<file path="src/hw/rtl/cqr_pkg.sv">
`default_nettype none
// ----------------------------------------------------------------------------
// cqr_pkg
// Types and constants shared by the circular queue controller, datapath,
// top level and checker.
// ----------------------------------------------------------------------------
package cqr_pkg;

  localparam int unsigned DATA_W = 32;
  localparam int unsigned FUNC_W = 2;
  localparam int unsigned STAT_W = 2;
  localparam int unsigned OUSER_W = STAT_W + 2;

  typedef enum logic [FUNC_W-1:0] {
    OP_PUSH = 2'd0,
    OP_POP  = 2'd1,
    OP_REV  = 2'd2
  } op_e;

  typedef enum logic [STAT_W-1:0] {
    ST_DONE  = 2'd0,
    ST_FULL  = 2'd1,
    ST_EMPTY = 2'd2
  } status_e;

  typedef enum logic [1:0] {
    OSEL_ZERO  = 2'd0,
    OSEL_NEG1  = 2'd1,
    OSEL_RDATA = 2'd2
  } outsel_e;

  typedef enum logic [2:0] {
    S_IDLE    = 3'd0,
    S_POP_RD  = 3'd1,
    S_SWAP_RD = 3'd2,
    S_SWAP_WA = 3'd3,
    S_SWAP_WB = 3'd4
  } state_e;

  // Commands from the controller to the datapath.
  typedef struct packed {
    logic    do_push;
    logic    pop_commit;
    logic    rd_en;
    logic    rd_swap;
    logic    rev_load;
    logic    wr_a;
    logic    wr_b_step;
    logic    out_load;
    outsel_e out_sel;
    status_e out_status;
  } cmd_t;

  // Status from the datapath to the controller.
  typedef struct packed {
    logic empty;
    logic full;
    logic at_most_one;
    logic swap_last;
    logic out_free;
  } sts_t;

endpackage
`default_nettype wire

</file>
<file path="src/hw/rtl/cqr_ctrl.sv">
`default_nettype none
// ----------------------------------------------------------------------------
// cqr_ctrl
// Sequencer for the circular queue: decodes each word, steps the datapath
// through pop reads and the swap sequence of a reverse.
// ----------------------------------------------------------------------------
module cqr_ctrl import cqr_pkg::*; (
  input  wire logic              clk_i,
  input  wire logic              rst_ni,
  input  wire logic              in_valid_i,
  output logic                   in_ready_o,
  input  wire logic [FUNC_W-1:0] func_i,
  input  wire sts_t              sts_i,
  output cmd_t                   cmd_o
);

  state_e state_q, state_d;

  always_ff @(posedge clk_i or negedge rst_ni) begin
    if (!rst_ni) begin
      state_q <= S_IDLE;
    end else begin
      state_q <= state_d;
    end
  end

  always_comb begin
    state_d    = state_q;
    in_ready_o = 1'b0;
    cmd_o      = '0;
    cmd_o.out_sel    = OSEL_ZERO;
    cmd_o.out_status = ST_DONE;
    case (state_q)
      S_IDLE: begin
        in_ready_o = sts_i.out_free;
        if (in_valid_i && sts_i.out_free) begin
          case (func_i)
            OP_PUSH: begin
              cmd_o.out_load = 1'b1;
              if (sts_i.full) begin
                cmd_o.out_status = ST_FULL;
              end else begin
                cmd_o.do_push = 1'b1;
              end
            end
            OP_POP: begin
              if (sts_i.empty) begin
                cmd_o.out_load   = 1'b1;
                cmd_o.out_status = ST_EMPTY;
                cmd_o.out_sel    = OSEL_NEG1;
              end else begin
                cmd_o.rd_en = 1'b1;
                state_d     = S_POP_RD;
              end
            end
            OP_REV: begin
              if (sts_i.empty) begin
                cmd_o.out_load   = 1'b1;
                cmd_o.out_status = ST_EMPTY;
              end else if (sts_i.at_most_one) begin
                cmd_o.out_load = 1'b1;
              end else begin
                cmd_o.rev_load = 1'b1;
                state_d        = S_SWAP_RD;
              end
            end
            default: begin
              cmd_o.out_load = 1'b1;
            end
          endcase
        end
      end
      S_POP_RD: begin
        cmd_o.pop_commit = 1'b1;
        cmd_o.out_load   = 1'b1;
        cmd_o.out_sel    = OSEL_RDATA;
        state_d          = S_IDLE;
      end
      S_SWAP_RD: begin
        cmd_o.rd_en   = 1'b1;
        cmd_o.rd_swap = 1'b1;
        state_d       = S_SWAP_WA;
      end
      S_SWAP_WA: begin
        cmd_o.wr_a = 1'b1;
        state_d    = S_SWAP_WB;
      end
      S_SWAP_WB: begin
        cmd_o.wr_b_step = 1'b1;
        if (sts_i.swap_last) begin
          cmd_o.out_load = 1'b1;
          state_d        = S_IDLE;
        end else begin
          state_d = S_SWAP_RD;
        end
      end
      default: begin
        state_d = S_IDLE;
      end
    endcase
  end

endmodule
`default_nettype wire

</file>
<file path="config.mk">
export PLATFORM = sky130hd
export DESIGN_NAME = cqr_ctrl
export DESIGN_NICKNAME = d
export VERILOG_FILES = /design/src/hw/rtl/cqr_pkg.sv /design/src/hw/rtl/cqr_ctrl.sv
export SDC_FILE = /design/constraint.sdc
export NUM_CORES = 1
export LEC_CHECK = 0
export ABC_AREA = 1
export ABC_CLOCK_PERIOD_IN_PS = 1060
export BUFFER_PORTS_ARGS = -buffer_cell sky130_fd_sc_hd__buf_2
export CORE_AREA = 2 2 39 41
export DETAILED_ROUTE_END_ITERATION = 12
export DIE_AREA = 0 0 41 43
export GPL_ROUTABILITY_DRIVEN = 0
export GPL_TIMING_DRIVEN = 0
export HOLD_SLACK_MARGIN = 0.15
export PLACE_DENSITY = 0.75
export SLEW_MARGIN = 20
export SYNTH_ARGS = -nofsm -noshare
export SYNTH_HDL_FRONTEND = slang
export SYNTH_SLANG_ARGS = --single-unit
</file>
<file path="constraint.sdc">
create_clock -name clk_i -period 1.06 [get_ports clk_i]
set_clock_uncertainty 0.05 [all_clocks]
set_input_delay 0.053 -clock clk_i [delete_from_list [all_inputs] [get_ports clk_i]]
set_output_delay 0.053 -clock clk_i [all_outputs]
set_load 0.02 [all_outputs]
</file>
==> results.md <==
- Die width: 41 um
- CP Launch Type: flop
- Area of the multi-input gates: ~340 sq um
- Synth-to-layout area growth: 86.3%
- Clock Path Buffers: 2
- Syn Inst Count: between 60 and 70
- Dpl ws: -0.141 ns
- Unrepaired setup endpoints after global routing: true
- Combinational Power Share: a little under three quarters
- CTS Sinks: 3
- Synth Area per Inst: between 6 and 7 sq um
- DR pass1 iterations: 2
- Initial antenna violation count: 0
- Die area: 1760 sq um
- Pwr Density: roughly 1800 nW/um^2
- Residual DRC: 0
- Drt first-iter violations: 3
- Overall via count from detail_route: approximately 540
- CTS tree: yes
- Syn Nets: 84
- Biggest regs: state_q: 3 flops
- Vias in the first global route: approximately 470
- Status: complete, but fails checks
- Crit Path Max Fanout: 5
- Synth unique cells: 17
- GR Util All Layers: between 10 and 15%
- Switching power: just under 0.7 mW
- Most Crowded Layer GR: met2
- Slew Limit Headroom: between 80 and 90%
- Via-per-instance ratio: around 4.5
- Max FFs per register: 3
- Tcrit/Tclk final: 135%
- Syn. warnings: 0
- Min-delay worst type: input pin to flop
- Nets: around 120
- Cell total after placement: roughly 110
- Wire per inst: roughly 11 um
- Max rail drop VDD: just over 0.7 mV
- Worst EP required: between 0.9 and 1 ns
- Final core occ: 58.0%
- IO Port Bufs: 22
- Pins Over Slew Limit: 0
- Core Footprint: between 1000 and 1500 sq um
- Fin worst setup slack: -0.368 ns
- Clock power frac: between 10 and 15%
- Violations in the final reports: setup timing
- Die H: between 40 and 50 um
- Worst Max-Slew Pin Slew: 0.181 ns
- CTS buffer count: 3
- Sw Share: roughly 47%
- Clock Pin Slew Worst Setup and Hold Paths: 0.04 ns
- First-pass GRT wire length: about 1800 um
- Seq cells post-synth: 3
- Clock Latency Late Sink: approximately 0.23 ns
- Gr ovfl total: 0
- Fin crit period: between 1 and 1.5 ns
- Synthesized area: 430 sq um
- Share of layout cells above drive strength 1: a little under three fifths
- Met2 Use GR: between 20 and 30%
- Top reg by flops: state_q
- Post-synthesis sequential area ratio: roughly 17%
- Final Hold Vio Count: 0
- Internal Power: around 0.76 mW
- Root buf cell: clkbuf_4
- GR Util met1: between 10% and 20%
- # setup viols final: 15
- Detailed placer's ending HPWL: 777 um
- I/O pins: 23
- Total of max-cap violations: 0
- ANT nets after route: 0
- Rows: 14
- Leak: approximately 0.44 nW
- Most frequent cells in the layout: 13 x nand2_1, 13 x buf_4, 11 x inv_1
- Setup slack, reg-to-reg: -0.09 ns
- WL final: between 1000 and 1500 um
- Fill cell count: 130
- Part of the power in registers: between 10% and 20%
- Register area: 78.8 sq um
- Worst path arrival time: between 1 and 1.5 ns
- Largest net degree at the start of global routing: 6
- Ant. Diodes: 0
- GR Util met3: approximately 2.1%
- Final non-filler cell total: roughly 120
- Fmax: between 700 and 800 MHz
- CTS H-tree lvls: 1
- Worst setup path class: flop to output port
- Worst Setup End Kind: output port
- Initial Util: between 30 and 40%
- Final Total Pwr: ~1.4 mW
[metal layers]
| layer | wire length, um | vias to the layer above |
|---|---|---|
| li1 | - | 278 |
| met1 | 445 | 240 |
| met2 | 726 | 20 |
| met3 | 66 | 4 |
| met4 | 42 | 0 |
| met5 | 0 | - |
[power by group through the flow]
| stage | sequential, mW | combinational [mW] | clock, mW |
|---|---|---|---|
| final | 0.203 | 1.02 | 0.202 |
| after global routing | 0.204 | 1.11 | 0.221 |
| after CTS | 0.205 | 0.806 | 0.208 |
| after detailed placement | 0.202 | 0.621 | 0 |
| after global placement | 0.199 | 0.612 | 0 |
| after floorplan | 0.188 | 0.465 | 0 |
[stage by stage]
step	area, sq um	setup TNS, ns	hold slack [ns]
2_1_floorplan	442	-0.219	-0.293
3_3_place_gp	572	-0.574	-0.202
3_5_place_dp	572	-0.860	-0.199
4_1_cts	719	-3.13	0.207
5_1_grt	802	-4.36	0.260
6_report	802	-3.69	0.220
[cell usage after synthesis]
cell type	instances	area share, %
inv_1	17	15
nand2_1	16	14
nor2_1	8	7.0
ha_1	5	15
nand3_1	4	4.7
dfrtp_1	3	17
nor3_1	3	3.5
inv_2	2	1.7
nor3_2	2	4.7
o21ai_1	2	2.3
a21oi_1	1	1.2
buf_4	1	1.7
nand2_2	1	1.5
nand3_2	1	2.3
nand4_4	1	4.9
nor2_4	1	2.6
o21ai_0	1	1.2
[worst paths after layout]
kind,from,endpoint,cells after the start
max,state_q[1],cmd_o[9],4
min,sts_i[2],state_q[0],6
min in group asynchronous,rst_ni,state_q[2],3
min reg2reg,state_q[2],state_q[2],2
max in group asynchronous,rst_ni,state_q[0],3
max reg2reg,state_q[1],state_q[1],6
[repair_timing]
item	CTS	global route
setup buffers	5	3
setup endpoints to repair	14	14
hold buffers	3	0
endpoints found under the hold margin	4	0
pin swaps	1	5
gates resized for setup	23	21
[cell type report]
type	instances	share of cell area, %
multi-input combinational	46	42.1
sequential	3	9.83
clock buffer	4	3.28
inverter	19	9.52
timing repair buffer	33	32.8
tap	16	2.50
[worst max-delay path: stages, from the launching register on]
cell	delay [ns]
dfrtp_2	0.43
nor2_4	0.20
nand4_4	0.15
o21ai_2	0.19
buf_6	0.13
[cells by family (layout without fill, tap and decap cells)]
family / count (synthesis) / count (layout) / synth area share (%)
DFF: 3 / 3 / 17.4
buffers and inverters: 20 / 56 / 18.3
and+or+nand+nor: 37 / 37 / 45.1
AOI/OAI and AO/OA: 4 / 4 / 4.65
adders and majority gates: 5 / 5 / 14.5
Note: power is estimated with default switching activity, not from simulation.
